### config.mk
export PLATFORM = sky130hd
export DESIGN_NAME = jpeg_dqt_lsb_extractor_core
export DESIGN_NICKNAME = d
export VERILOG_FILES = /design/src/rtl/jdqt_pkg.sv /design/src/rtl/jpeg_dqt_lsb_extractor_core.sv
export SDC_FILE = /design/constraint.sdc
export NUM_CORES = 1
export LEC_CHECK = 0
export ABC_AREA = 1
export BUFFER_PORTS_ARGS = -buffer_cell sky130_fd_sc_hd__buf_2
export CAP_MARGIN = 20
export CORE_ASPECT_RATIO = 0.7
export CORE_MARGIN = 4
export CORE_UTILIZATION = 30
export CTS_CLUSTER_DIAMETER = 60
export CTS_CLUSTER_SIZE = 10
export DETAILED_ROUTE_END_ITERATION = 10
export GPL_ROUTABILITY_DRIVEN = 0
export GPL_TIMING_DRIVEN = 1
export HOLD_SLACK_MARGIN = 0.02
export PLACE_DENSITY = 0.5
export SLEW_MARGIN = 20
export SYNTH_ARGS = -nofsm -noshare
export SYNTH_HDL_FRONTEND = slang
export SYNTH_SLANG_ARGS = --single-unit
### constraint.sdc
create_clock -name i_clk -period 2.96 [get_ports i_clk]
set_input_delay 0.296 -clock i_clk [delete_from_list [all_inputs] [get_ports i_clk]]
set_output_delay 0.296 -clock i_clk [all_outputs]
set_load 0.02 [all_outputs]
### src/rtl/jdqt_pkg.sv
// ----------------------------------------------------------------------------
// jdqt_pkg
// Types and constants for the dqt lsb extractor: markers, phases, bit top, length header.
// ----------------------------------------------------------------------------
package jdqt_pkg;

    typedef logic [7:0] t_byte;
    typedef logic [2:0] t_phase;

    localparam t_byte MARK_PREFIX = 8'hFF;
    localparam t_byte MARK_DQT    = 8'hDB;

    localparam t_phase PH_HUNT    = 3'd0;
    localparam t_phase PH_PREFIX  = 3'd1;
    localparam t_phase PH_LEN_HI  = 3'd2;
    localparam t_phase PH_LEN_LO  = 3'd3;
    localparam t_phase PH_PAYLOAD = 3'd4;
    localparam t_phase PH_DONE    = 3'd5;

    localparam logic [2:0]  BIT_TOP    = 3'd7;
    localparam logic [15:0] LEN_HEADER = 16'd2;

endpackage

### src/rtl/jpeg_dqt_lsb_extractor_core.sv
// ----------------------------------------------------------------------------
// jpeg_dqt_lsb_extractor_core
// Scans a jpeg byte stream for the first dqt segment and rebuilds characters
// from the lsbs of its quantization values.
// ----------------------------------------------------------------------------
// One byte is taken per clock cycle, sustained: each byte drives a single
// update of the phase, length, table and bit counters, and a finished
// character lands in an output register that decouples the two channels, so
// a new byte is accepted whenever that register is empty or being drained in
// the same cycle. The block hunts for 0xFF 0xDB, reads the big-endian segment
// length, skips the id byte at the start of each table of TABLE_ENTRIES
// values, packs value lsbs msb first and emits every eighth bit as a
// character. A trailing partial character is dropped; after the segment all
// bytes are consumed and ignored until reset.
module jpeg_dqt_lsb_extractor_core #(
    parameter int TABLE_ENTRIES = 64
) (
    input  logic       i_clk,
    input  logic       i_rst_n,
    input  logic       i_valid,
    output logic       o_ready,
    input  logic [7:0] i_file_byte,
    output logic       o_valid,
    input  logic       i_ready,
    output logic [7:0] o_hidden_char
);

    localparam int TP_W = $clog2(TABLE_ENTRIES + 1);
    localparam logic [TP_W-1:0] TP_LAST = TP_W'(TABLE_ENTRIES);
    localparam logic [TP_W-1:0] TP_ONE  = TP_W'(1);

    jdqt_pkg::t_phase r_phase, n_phase;
    logic [15:0]      r_seg_rem, n_seg_rem;
    logic [TP_W-1:0]  r_tab_pos, n_tab_pos;
    logic [2:0]       r_bit_idx, n_bit_idx;
    logic [7:0]       r_char, n_char;
    logic             r_out_valid, n_out_valid;
    logic [7:0]       r_out_char, n_out_char;

    logic             in_take;
    logic             emit;
    logic [15:0]      len;
    logic [15:0]      seg_dec;
    logic [7:0]       char_or;

    assign o_ready       = !r_out_valid || i_ready;
    assign in_take       = i_valid && o_ready;
    assign o_valid       = r_out_valid;
    assign o_hidden_char = r_out_char;

    assign len     = {r_seg_rem[15:8], i_file_byte};
    assign seg_dec = r_seg_rem - 16'd1;
    assign char_or = r_char | (8'(i_file_byte[0]) << r_bit_idx);

    always_comb begin
        n_phase   = r_phase;
        n_seg_rem = r_seg_rem;
        n_tab_pos = r_tab_pos;
        n_bit_idx = r_bit_idx;
        n_char    = r_char;
        emit      = 1'b0;
        if (in_take) begin
            case (r_phase)
                jdqt_pkg::PH_HUNT: begin
                    if (i_file_byte == jdqt_pkg::MARK_PREFIX) begin
                        n_phase = jdqt_pkg::PH_PREFIX;
                    end
                end
                jdqt_pkg::PH_PREFIX: begin
                    n_phase = (i_file_byte == jdqt_pkg::MARK_DQT) ?
                              jdqt_pkg::PH_LEN_HI : jdqt_pkg::PH_HUNT;
                end
                jdqt_pkg::PH_LEN_HI: begin
                    n_seg_rem = {i_file_byte, 8'h00};
                    n_phase   = jdqt_pkg::PH_LEN_LO;
                end
                jdqt_pkg::PH_LEN_LO: begin
                    if (len <= jdqt_pkg::LEN_HEADER) begin
                        n_seg_rem = '0;
                        n_phase   = jdqt_pkg::PH_DONE;
                    end else begin
                        n_seg_rem = len - jdqt_pkg::LEN_HEADER;
                        n_phase   = jdqt_pkg::PH_PAYLOAD;
                    end
                end
                jdqt_pkg::PH_PAYLOAD: begin
                    if (r_tab_pos == '0) begin
                        // table id byte, skipped
                        n_tab_pos = TP_ONE;
                    end else begin
                        if (r_bit_idx == 3'd0) begin
                            emit      = 1'b1;
                            n_char    = '0;
                            n_bit_idx = jdqt_pkg::BIT_TOP;
                        end else begin
                            n_char    = char_or;
                            n_bit_idx = r_bit_idx - 3'd1;
                        end
                        n_tab_pos = (r_tab_pos >= TP_LAST) ? '0 : r_tab_pos + TP_ONE;
                    end
                    n_seg_rem = seg_dec;
                    if (seg_dec == 16'd0) begin
                        n_phase = jdqt_pkg::PH_DONE;
                    end
                end
                jdqt_pkg::PH_DONE: begin
                    n_phase = jdqt_pkg::PH_DONE;
                end
                default: begin
                    n_phase = jdqt_pkg::PH_DONE;
                end
            endcase
        end
    end

    always_comb begin
        n_out_valid = r_out_valid && !i_ready;
        n_out_char  = r_out_char;
        if (emit) begin
            n_out_valid = 1'b1;
            n_out_char  = char_or;
        end
    end

    always_ff @(posedge i_clk) begin
        if (!i_rst_n) begin
            r_phase     <= jdqt_pkg::PH_HUNT;
            r_seg_rem   <= '0;
            r_tab_pos   <= '0;
            r_bit_idx   <= jdqt_pkg::BIT_TOP;
            r_char      <= '0;
            r_out_valid <= 1'b0;
        end else begin
            r_phase     <= n_phase;
            r_seg_rem   <= n_seg_rem;
            r_tab_pos   <= n_tab_pos;
            r_bit_idx   <= n_bit_idx;
            r_char      <= n_char;
            r_out_valid <= n_out_valid;
        end
    end

    always_ff @(posedge i_clk) begin
        r_out_char <= n_out_char;
    end

endmodule
* After elaboration in Yosys (flattened, before gate mapping)
Index checks and enable logic that the tools add are counted.
** Word-level totals
- Register bits :: 46
- Input port bits :: 12
- Output and inout bits :: 10
- Word-level logic and storage cells :: 54
** Operators by class
- Add/sub/neg operators :: 4
- Order comparisons :: 2
- Equal/unequal tests :: 8
- Shifts and indexed selects :: 1
- Muxes and demuxes :: 16
- Bitwise logic cells :: 2
- Reductions and logical operators :: 14
** Operator list (count)
- $pmux 16 s3 :: 1
- $eq 8x8->1 const B :: 2
- $le 16x2->1 const B :: 1
- $logic_not 16->1 :: 1
- $mux 16 :: 1
- $sub 16x1->16 const B :: 1
- $sub 16x2->16 const B :: 1
- $pmux 3 s5 :: 1
- $mux 7 :: 2
- $mux 3 :: 3
- $mux 8 :: 1
- $or 8x8->8 :: 1
- $shl 1x3->8 :: 1
- $add 7x1->7 const B :: 1
- $ge 7x7->1 const B :: 1
- $logic_not 7->1 :: 1
- $eq 3x2->1 const B :: 2
- $logic_not 3->1 :: 2
- $mux 1 :: 6
- $reduce_and 3->1 :: 2
- $ne 2x2->1 const B :: 2
- $reduce_and 2->1 :: 2
- $eq 3x1->1 const B :: 1
- $eq 3x3->1 const B :: 1
- other kinds (7) :: 9

* Longest topological paths before layout
Gate-level depths: netlist of the first run.
- Depth after elaboration :: 6
- Depth in mapped cells :: 15
- Gate-level depth less buffers :: 15

* Worst setup path before layout of the first run
No wires, ideal clock.
- Path kind :: reg2reg
- From :: register r_out_valid, in the netlist o_valid
- To :: register r_bit_idx[1]
- Setup time :: 0.079 ns
- Arrival :: 1.812 ns
- Required time :: 2.881 ns
- Setup slack :: 1.069 ns
- Cell stages (with the launch flop) :: 10
- Path buffers :: 0
- Clock period less this slack :: 1.891 ns
- Cell sequence :: dfxtp_1 > nand2_1 > nand2_1 > nor2_2 > nand2_1 > nor2_1 > inv_1 > nand2_2 > inv_1 > o211ai_1
** Between the ends
- Longest elaborated chain between the ends :: 4
** RTL lines
- from (decl) :: RTL line jpeg_dqt_lsb_extractor_core.sv:37 : logic r_out_valid, n_out_valid;
- from (signal assigned) :: RTL line jpeg_dqt_lsb_extractor_core.sv:139 : r_out_valid <= n_out_valid;
- $logic_not 1->1 :: RTL line jpeg_dqt_lsb_extractor_core.sv:46 : assign o_ready = !r_out_valid || i_ready;
- $logic_or 1x1->1 :: RTL line jpeg_dqt_lsb_extractor_core.sv:46
- via o_ready :: RTL line jpeg_dqt_lsb_extractor_core.sv:21 : output logic o_ready,
- $logic_and 1x1->1 :: RTL line jpeg_dqt_lsb_extractor_core.sv:47 : assign in_take = i_valid && o_ready;
- $reduce_and 3->1 (no line)
- to (signal assigned) :: RTL line jpeg_dqt_lsb_extractor_core.sv:130 : r_bit_idx <= jdqt_pkg::BIT_TOP;
- to (signal assigned) :: RTL line jpeg_dqt_lsb_extractor_core.sv:137 : r_bit_idx <= n_bit_idx;
- to (decl) :: RTL line jpeg_dqt_lsb_extractor_core.sv:35 : logic [2:0] r_bit_idx, n_bit_idx;
The timed path passes the listed nets, and every way through them passes these cells.
A chain may end at the register's enable or synchronous reset.

* Worst setup path after layout of the first run
- From :: register r_phase[1]
- To :: register r_bit_idx[1]
** Between the ends
- Longest elaborated chain between the ends :: 2
** RTL lines
- from (decl) :: RTL line jpeg_dqt_lsb_extractor_core.sv:32 : jdqt_pkg::t_phase r_phase, n_phase;
- from (signal assigned) :: RTL line jpeg_dqt_lsb_extractor_core.sv:127 : r_phase <= jdqt_pkg::PH_HUNT;
- from (signal assigned) :: RTL line jpeg_dqt_lsb_extractor_core.sv:134 : r_phase <= n_phase;
- $eq 3x3->1 :: RTL line jpeg_dqt_lsb_extractor_core.sv:63 : case (r_phase)
- $reduce_and 3->1 (no line)
No other way between the ends.

==> impl_metrics.env, run 1 <==
export IMPL_die_h_um=90.0
export IMPL_period_share=0.723
export IMPL_place_ws_ns=0.800
export IMPL_grt_pass1_vias=2498
export IMPL_ys_flop_type="dfxtp_1"
export IMPL_antennaDiodeCount=0
export IMPL_grt_max_degree=20
export IMPL_r2r_setup_slack_ns=0.82
export IMPL_initial_core_util=0.313
export IMPL_grt_pass1_wl_um=12700
export IMPL_pin_count=22
export IMPL_fillCellCount=979
export IMPL_yosysUniqueCellTypes=38
export IMPL_worst_pin_slew_ns=0.639
export IMPL_skew_ns=0.00720
export IMPL_clkTransAtPathRegs_ns=0.07
export IMPL_crit_path_top_delay_cell="dfxtp_1"
export IMPL_htreeDepth=2
export IMPL_p_comb_frac=0.209
export IMPL_final_util=0.354
export IMPL_yosysTopAreaCell="dfxtp_1"
export IMPL_synth_cells=422
export IMPL_synthToLayoutAreaGrowth_pct=13.2
export IMPL_drive_gt1_frac=0.124
export IMPL_worst_path_buf_inv=5
export IMPL_post_cts_buffers=0
export IMPL_whs_endpoint="o_valid"
export IMPL_place_area_um2=3110
export IMPL_setup_ws_ns=0.820
export IMPL_internal_power_uw=1070
export IMPL_synth_common_cells="95 x nand2_1, 51 x inv_1, 49 x nor2_1"
export IMPL_cts_resized_gates=0
export IMPL_regToRegStartpoint="r_phase[1]"
export IMPL_coreArea_um2=9220
export IMPL_die_w_um=125
export IMPL_switching_power_uw=501
export IMPL_vias=2804
export IMPL_numCtsBuffers=5
export IMPL_post_route_min_period_ns=2.14
export IMPL_routed_wirelength_um=7780
export IMPL_synth_xor_area_frac=0.0334
export IMPL_syn_area_um2=2880
export IMPL_synth_area_mux_share=0
export IMPL_wl_met3_um=442
export IMPL_synth_top_family_by_area="simple AND/OR/NAND/NOR gates"
export IMPL_dp_hpwl_um=5830
export IMPL_rows=29
export IMPL_slew_headroom=0.573
export IMPL_yosysMostFrequentCell="nand2_1"
export IMPL_leakage_uw=0.00142
export IMPL_wl_met1_um=4360
export IMPL_rsz0062_at_grt="false"
export IMPL_worstHoldStart="i_ready"
export IMPL_stdcell_area_um2=3260
export IMPL_setup_viol=0
export IMPL_pwr_share_seq=0.425
export IMPL_crit_family="simple AND/OR/NAND/NOR gates"
export IMPL_worst_setup_path_type="flip-flop to flip-flop"
export IMPL_layout_nets=463
export IMPL_grt_ovfl_total=0
export IMPL_dr_wl_met2_um=2900
export IMPL_start_kind="flip-flop"
export IMPL_grt_usage=0.137
export IMPL_outcome="completed"
export IMPL_crit_arrival_ns=2.34
export IMPL_routed_top_layer="met4"
export IMPL_synth_simple_gate_area_frac=0.335
export IMPL_wl_per_cell_um=13.7
export IMPL_rr_worst_depth=12
export IMPL_ys_async_sr_fraction=0
export IMPL_hold_depth=4
export IMPL_drc_errors=0
export IMPL_viasPerCell=4.93
export IMPL_cp_slowest_stage_delay_ns=0.35
export IMPL_cts_path_max_buffers=2
export IMPL_cts_tree="yes"
export IMPL_power_share_switching=0.319
export IMPL_finalSetupTns_ns=0
export IMPL_hp_class="primary input to flip-flop"
export IMPL_port_buffers=21
export IMPL_fmax_mhz=467
export IMPL_synthAdderAreaFrac=0.0304
export IMPL_syn_avg_cell_area_um2=6.83
export IMPL_clk_latency_ns=0.29
export IMPL_synthTopCellsByArea="dfxtp_1 26%, nand2_1 12%, edfxtp_1 8.3%, inv_1 6.6%, nor2_1 6.4%"
export IMPL_endpoint_kind="flip-flop"
export IMPL_fin_cells=569
export IMPL_final_antenna_net_count=0
export IMPL_critPathRequiredTime_ns=3.16
export IMPL_cts_sinks=46
export IMPL_synth_top_area_frac=0.264
export IMPL_cts_hold_buffers=0
export IMPL_path_max_fanout=15
export IMPL_synth_edff_count=8
export IMPL_maxCapViolations=0
export IMPL_drv_slew=0
export IMPL_root_buffer="clkbuf_16"
export IMPL_cp_cell_sequence="nor2_2 > inv_2 > nor2_8 > inv_4 > nor2_2 > nand2_1 > nor2_1 > buf_4 > inv_1 > nand2_2 > inv_1 > o211ai_1"
export IMPL_syn_nets=441
export IMPL_r2r_end="r_bit_idx[1]"
export IMPL_grt_antenna_before_repair=0
export IMPL_ys_ff_latch=46
export IMPL_clkPwrFrac=0.366
export IMPL_drt_iter0_markers=297
export IMPL_synth_compound_area_frac=0.165
export IMPL_seq_area_frac_synth=0.347
export IMPL_numPlacedInstances=561
export IMPL_max_vdd_ir_drop_v=0.000325
export IMPL_dr_pass1_iters=5
export IMPL_yosys_warnings=0
export IMPL_hold_viol=0
export IMPL_dieArea_um2=11300
export IMPL_p_per_area_nw_per_um2=482
-- worst min-delay path: stages --
cell,delay (ns)
buf_2,0.07
inv_1,0.03
nand2_1,0.10
a21oi_1,0.09
-- cell families (layout without fill, tap and decap cells) --
| group | Yosys count | count (layout) |
|---|---|---|
| and+or+nand+nor | 213 | 213 |
| AOI/OAI and AO/OA | 80 | 80 |
| buffers and inverters | 65 | 88 |
| DFF | 46 | 46 |
| xor gates and xnor gates | 11 | 11 |
| adders and majority gates | 7 | 7 |
-- layer usage --
layer  vias up  track usage
met5         -            0
met2        72        0.178
met1      1277        0.227
met3         8       0.0255
met4         0       0.0271
li1       1447            -
-- placed cells by master, fill, tap and decap left out, drive strengths merged, types with 9 or more instances in the layout --
| cell | instances |
|---|---|
| xor2 | 11 |
| dfxtp | 38 |
| nand2 | 99 |
| a21oi | 35 |
| nand3 | 22 |
| inv | 57 |
| or2 | 9 |
| nand4 | 14 |
| o21ai | 23 |
| nor2 | 59 |
| buf | 22 |
-- sequential cells by signal, indices dropped and copies added (netlist names) --
| signal | count |
|---|---|
| o_hidden_char | 8 |
| o_valid | 1 |
| r_bit_idx | 3 |
| r_char | 8 |
| r_phase | 3 |
| r_seg_rem | 16 |
| r_tab_pos | 7 |
-- area by class of cell --
class	count	area, µm²	area share
multi-input combinational	311	1620	0.498
clock buffer	5	125	0.0384
clock inverter	3	23.8	0.00729
sequential	46	1000	0.307
timing repair buffer	22	113	0.0345
tap	124	155	0.0476
inverter	58	220	0.0675
-- through the flow --
stage          hold slack, ns  total power (µW)
6_report                0.348              1570
5_1_grt                 0.370              1660
4_1_cts                 0.350              1580
3_5_place_dp            0.446              1000
3_3_place_gp            0.445              1010
2_1_floorplan           0.431               927
-- power groups by stage --
stage               combinational [µW]  sequential, µW  clock, µW
global placement                   329             682          0
detailed placement                 322             682          0
CTS                                323             667        592
finish                             329             668        575
global route                       371             670        620
floorplan                          250             677          0
-- worst max-delay path by stage --
stage                 start           end  slack, ns  depth (start not counted)
5_1_grt          r_phase[2]  r_bit_idx[1]       0.58                         11
3_5_place_dp     r_phase[1]  r_bit_idx[1]       0.80                         12
6_report         r_phase[1]  r_bit_idx[1]       0.82                         12
4_1_cts          r_phase[1]  r_bit_idx[1]       0.78                         12
2_1_floorplan       o_valid  r_bit_idx[1]       1.07                          9
3_3_place_gp   r_seg_rem[0]    r_phase[0]       0.88                         13
(Power assumes the default switching activity.)
==> run 2, diff against run 1 <==
Settings changed: PLACE_DENSITY 0.5 to 0.51.
Clock period 2.96 ns to 1.9 ns, I/O delays scaled along.
==> impl_metrics.env, run 2 (synthesis results as in run 1) <==
export IMPL_cts_path_max_buffers=2
export IMPL_drive_gt1_frac=0.188
export IMPL_setup_viol=0
export IMPL_grt_pass1_wl_um=13700
export IMPL_pin_count=22
export IMPL_internal_power_uw=1830
export IMPL_htreeDepth=2
export IMPL_hold_viol=0
export IMPL_r2r_end="r_seg_rem[4]"
export IMPL_power_share_switching=0.303
export IMPL_numCtsBuffers=5
export IMPL_drt_iter0_markers=262
export IMPL_mostFrequentLayoutCell="nand2_1"
export IMPL_top_register="r_seg_rem"
export IMPL_clk_latency_ns=0.29
export IMPL_crit_arrival_ns=1.93
export IMPL_cts_resized_gates=0
export IMPL_drc_errors=0
export IMPL_worst_pin_slew_ns=0.417
export IMPL_synthToLayoutAreaGrowth_pct=19.2
export IMPL_grt_ovfl_total=0
export IMPL_finalSetupTns_ns=0
export IMPL_maxCapViolations=0
export IMPL_place_ws_ns=0.0607
export IMPL_drv_slew=0
export IMPL_stdcell_area_um2=3440
export IMPL_dr_pass1_iters=4
export IMPL_skew_ns=0.00972
export IMPL_layout_nets=475
export IMPL_cts_tree="yes"
export IMPL_hp_class="primary input to flip-flop"
export IMPL_viasPerCell=4.93
export IMPL_port_buffers=21
export IMPL_start_kind="flip-flop"
export IMPL_p_per_area_nw_per_um2=764
export IMPL_wl_per_cell_um=13.6
export IMPL_r2r_setup_slack_ns=0.13
export IMPL_clkTransAtPathRegs_ns=0.07
export IMPL_whs_endpoint="o_valid"
export IMPL_period_share=0.932
export IMPL_coreArea_um2=9220
export IMPL_initial_core_util=0.313
export IMPL_grt_pass1_vias=2694
export IMPL_cts_hold_buffers=0
export IMPL_die_w_um=125
export IMPL_routed_wirelength_um=7900
export IMPL_place_area_um2=3200
export IMPL_max_vdd_ir_drop_v=0.000316
export IMPL_post_cts_buffers=0
export IMPL_clkPwrFrac=0.389
export IMPL_critPathRequiredTime_ns=2.06
export IMPL_pwr_share_seq=0.399
export IMPL_slew_headroom=0.720
export IMPL_path_max_fanout=10
export IMPL_endpoint_kind="flip-flop"
export IMPL_rows=29
export IMPL_hold_depth=4
export IMPL_die_h_um=90.0
export IMPL_antennaDiodeCount=0
export IMPL_grt_max_degree=19
export IMPL_root_buffer="clkbuf_16"
export IMPL_worstHoldStart="i_ready"
export IMPL_post_route_min_period_ns=1.77
export IMPL_cts_sinks=46
export IMPL_p_comb_frac=0.212
export IMPL_largest_reg_flops=16
export IMPL_setup_ws_ns=0.129
export IMPL_regToRegStartpoint="r_seg_rem[10]"
export IMPL_fmax_mhz=565
export IMPL_grt_antenna_before_repair=0
export IMPL_switching_power_uw=796
export IMPL_worst_setup_path_type="flip-flop to flip-flop"
export IMPL_mostFrequentLayoutCells="94 x nand2_1, 48 x inv_1, 42 x nor2_1"
export IMPL_rsz0062_at_grt="true"
export IMPL_leakage_uw=0.00152
export IMPL_rr_worst_depth=8
export IMPL_dp_hpwl_um=5960
export IMPL_final_antenna_net_count=0
export IMPL_grt_usage=0.145
export IMPL_outcome="completed"
export IMPL_dieArea_um2=11300
export IMPL_vias=2864
==> run 2: changes by cell type in the layout (fill, tap and decap cells not counted), sizes merged <==
cell,delta
buf,+12
bufinv,+1
clkinvlp,-2
clkinv,+1
==> run 2: how the worst max path moves through the flow <==
stage	startpoint	endpoint	slack [ns]	cells after the start
floorplan	o_valid	r_bit_idx[1]	0.009	9
global placement	r_seg_rem[0]	r_phase[0]	0.13	13
detailed placement	r_seg_rem[0]	r_phase[1]	0.06	13
CTS	r_seg_rem[0]	r_phase[1]	0.04	14
global route	r_seg_rem[4]	r_phase[0]	-0.03	13
finish	r_seg_rem[10]	r_seg_rem[4]	0.13	8
==> run 2: worst max-delay path, stage by stage (launching register included) <==
cell	delay [ns]
dfxtp_1	0.43
inv_1	0.11
nand2_1	0.11
nor2_4	0.06
nand3_1	0.12
nand2_1	0.12
inv_2	0.22
nand2_1	0.11
a221oi_1	0.36
==> run 2: power by group through the flow <==
| stage | registers [µW] | clock network [µW] | logic [µW] |
|---|---|---|---|
| final | 1050 | 1020 | 557 |
| after global routing | 1050 | 1080 | 630 |
| after CTS | 1040 | 1040 | 519 |
| after detailed placement | 1060 | 0 | 516 |
| after global placement | 1060 | 0 | 521 |
| after floorplan | 1050 | 0 | 390 |
==> run 2: metal layers <==
layer / share of wire / GRT usage
met1: 0.52 / 0.223
met2: 0.41 / 0.204
met3: 0.052 / 0.0267
met4: 0.014 / 0.0397
met5: 0 / 0
==> run 2: stage by stage <==
stage	instances	utilization	total power (µW)	hold slack, ns
after CTS	581	0.366	2600	0.202
after global routing	581	0.373	2760	0.226
after global placement	573	0.347	1580	0.440
after floorplan	422	-	1440	0.351
after detailed placement	573	0.347	1580	0.446
final	581	0.373	2620	0.204
==> run 2: final cells by class <==
cell class | count | area, µm²
clock buffer | 5 | 125
clock inverter | 3 | 43.8
fill | 966 | 5780
inverter | 58 | 220
multi-input combinational | 311 | 1680
sequential | 46 | 1010
tap | 124 | 155
timing repair buffer | 34 | 203
==> run 3, diff against run 2 <==
Settings changed: CORE_ASPECT_RATIO 0.7 to unset.
==> impl_metrics.env, run 3 (synthesis results as in run 1) <==
export IMPL_r2r_setup_slack_ns=0.13
export IMPL_internal_power_uw=1610
export IMPL_grt_pass1_wl_um=12800
export IMPL_setup_viol=0
export IMPL_cp_cell_sequence="inv_2 > ha_4 > nand2_4 > o21ai_1 > nand2_1 > nor2_1 > nand2_1 > nor2_2 > nand3_2 > nand2_1 > nand2_2 > nand2_1 > nand2_1 > nor2_1"
export IMPL_drive_gt1_frac=0.191
export IMPL_htreeDepth=2
export IMPL_period_share=0.931
export IMPL_crit_path_top_delay_cell="dfxtp_4"
export IMPL_max_vdd_ir_drop_v=0.000498
export IMPL_stdcell_area_um2=3420
export IMPL_numCtsBuffers=5
export IMPL_viasPerCell=4.92
export IMPL_layout_nets=479
export IMPL_place_area_um2=3210
export IMPL_endpoint_kind="flip-flop"
export IMPL_grt_pass1_vias=2623
export IMPL_drv_slew=0
export IMPL_pin_count=22
export IMPL_antennaDiodeCount=0
export IMPL_cts_tree="yes"
export IMPL_final_antenna_net_count=0
export IMPL_hp_class="primary input to flip-flop"
export IMPL_pwr_share_seq=0.436
export IMPL_start_kind="flip-flop"
export IMPL_cts_hold_buffers=0
export IMPL_p_per_area_nw_per_um2=700
export IMPL_multi_input_area_um2=1690
export IMPL_drc_errors=0
export IMPL_dieArea_um2=11200
export IMPL_mostFrequentLayoutCells="95 x nand2_1, 49 x inv_1, 39 x nor2_1"
export IMPL_p_comb_frac=0.241
export IMPL_path_max_fanout=5
export IMPL_cp_slowest_stage_delay_ns=0.37
export IMPL_dp_hpwl_um=5880
export IMPL_coreArea_um2=9280
export IMPL_clk_latency_ns=0.31
export IMPL_worst_pin_slew_ns=0.372
export IMPL_grt_max_degree=19
export IMPL_largest_reg_flops=16
export IMPL_root_buffer="clkbuf_8"
export IMPL_fillCellCount=1008
export IMPL_die_w_um=106
export IMPL_die_h_um=106
export IMPL_grt_usage=0.140
export IMPL_critPathRequiredTime_ns=2.16
export IMPL_power_share_switching=0.327
export IMPL_wl_per_cell_um=13.6
export IMPL_switching_power_uw=785
export IMPL_leakage_uw=0.00151
export IMPL_cts_path_max_buffers=2
export IMPL_grt_ovfl_total=0
export IMPL_drt_iter0_markers=204
export IMPL_hold_slack_ns=0.176
export IMPL_clkTransAtPathRegs_ns=0.10
export IMPL_top_register="r_seg_rem"
export IMPL_clkPwrFrac=0.323
export IMPL_crit_arrival_ns=2.03
export IMPL_port_buffers=21
export IMPL_slew_headroom=0.749
export IMPL_skew_ns=0.0138
export IMPL_register_area_um2=1010
export IMPL_cp_common_cell="nand2_1"
export IMPL_rows=35
export IMPL_outcome="completed"
export IMPL_hold_viol=0
export IMPL_vias=2900
export IMPL_mostFrequentLayoutCell="nand2_1"
export IMPL_cts_sinks=46
export IMPL_synthToLayoutAreaGrowth_pct=18.8
export IMPL_routed_wirelength_um=8040
export IMPL_initial_core_util=0.310
export IMPL_dr_pass1_iters=5
export IMPL_post_route_min_period_ns=1.77
export IMPL_grt_antenna_before_repair=0
export IMPL_maxCapViolations=0
export IMPL_fmax_mhz=566
export IMPL_worst_setup_path_type="flip-flop to flip-flop"
-- run 3: metrics by stage --
step           utilization  power (µW)  cells  TNS [ns]  worst slack, ns
2_1_floorplan            -        1440    422         0          0.00875
5_1_grt              0.369        2510    590   -0.0249          -0.0165
3_5_place_dp         0.346        1570    578  -0.00808         -0.00808
4_1_cts              0.359        2360    587         0           0.0118
6_report             0.369        2400    590         0            0.132
3_3_place_gp         0.346        1570    578         0           0.0438
-- run 3: routing by layer --
layer,track usage,share of wire
met1,0.190,0.48
met3,0.0206,0.040
met2,0.232,0.46
met5,0,0
met4,0.0398,0.016
-- run 3: path summary, 6_finish.rpt --
kind,cells after the start,startpoint,end
setup / recovery,14,r_seg_rem[1],r_phase[1]
hold / removal,4,i_ready,o_valid
setup reg to reg,14,r_seg_rem[1],r_phase[1]
hold reg to reg,2,r_char[5],r_char[5]
-- run 3: critical path: cells and delay by family, from the launching register on --
family                   cells  cell delay, ns
buffers and inverters        1            0.08
AO/OA/AOI/OAI                1            0.13
flip-flops                   1            0.37
AND/OR/NAND/NOR             11            0.98
adder cells (fa/ha/maj)      1            0.15
-- run 3: area by class of cell --
cell class / instances / share of cell area
multi-input cells: 311 / 0.494
flip-flops and latches: 46 / 0.294
repair buffers: 38 / 0.0680
inverters: 58 / 0.0643
well taps: 129 / 0.0471
clock buffers: 5 / 0.0201
clock inverters: 3 / 0.0128
-- run 3: power groups by stage --
stage                     clock (µW)  sequential (µW)  combinational (µW)
after floorplan                    0             1050                 390
after global placement             0             1060                 509
after detailed placement           0             1060                 508
after CTS                        800             1040                 520
after global routing             813             1050                 649
final                            774             1050                 578
-- run 3: what timing repair did --
action	in CTS	in global routing
resized for setup	2	24
pin swaps	1	8
gates cloned	0	0
setup endpoints to repair	2	2
buffers inserted	1	3
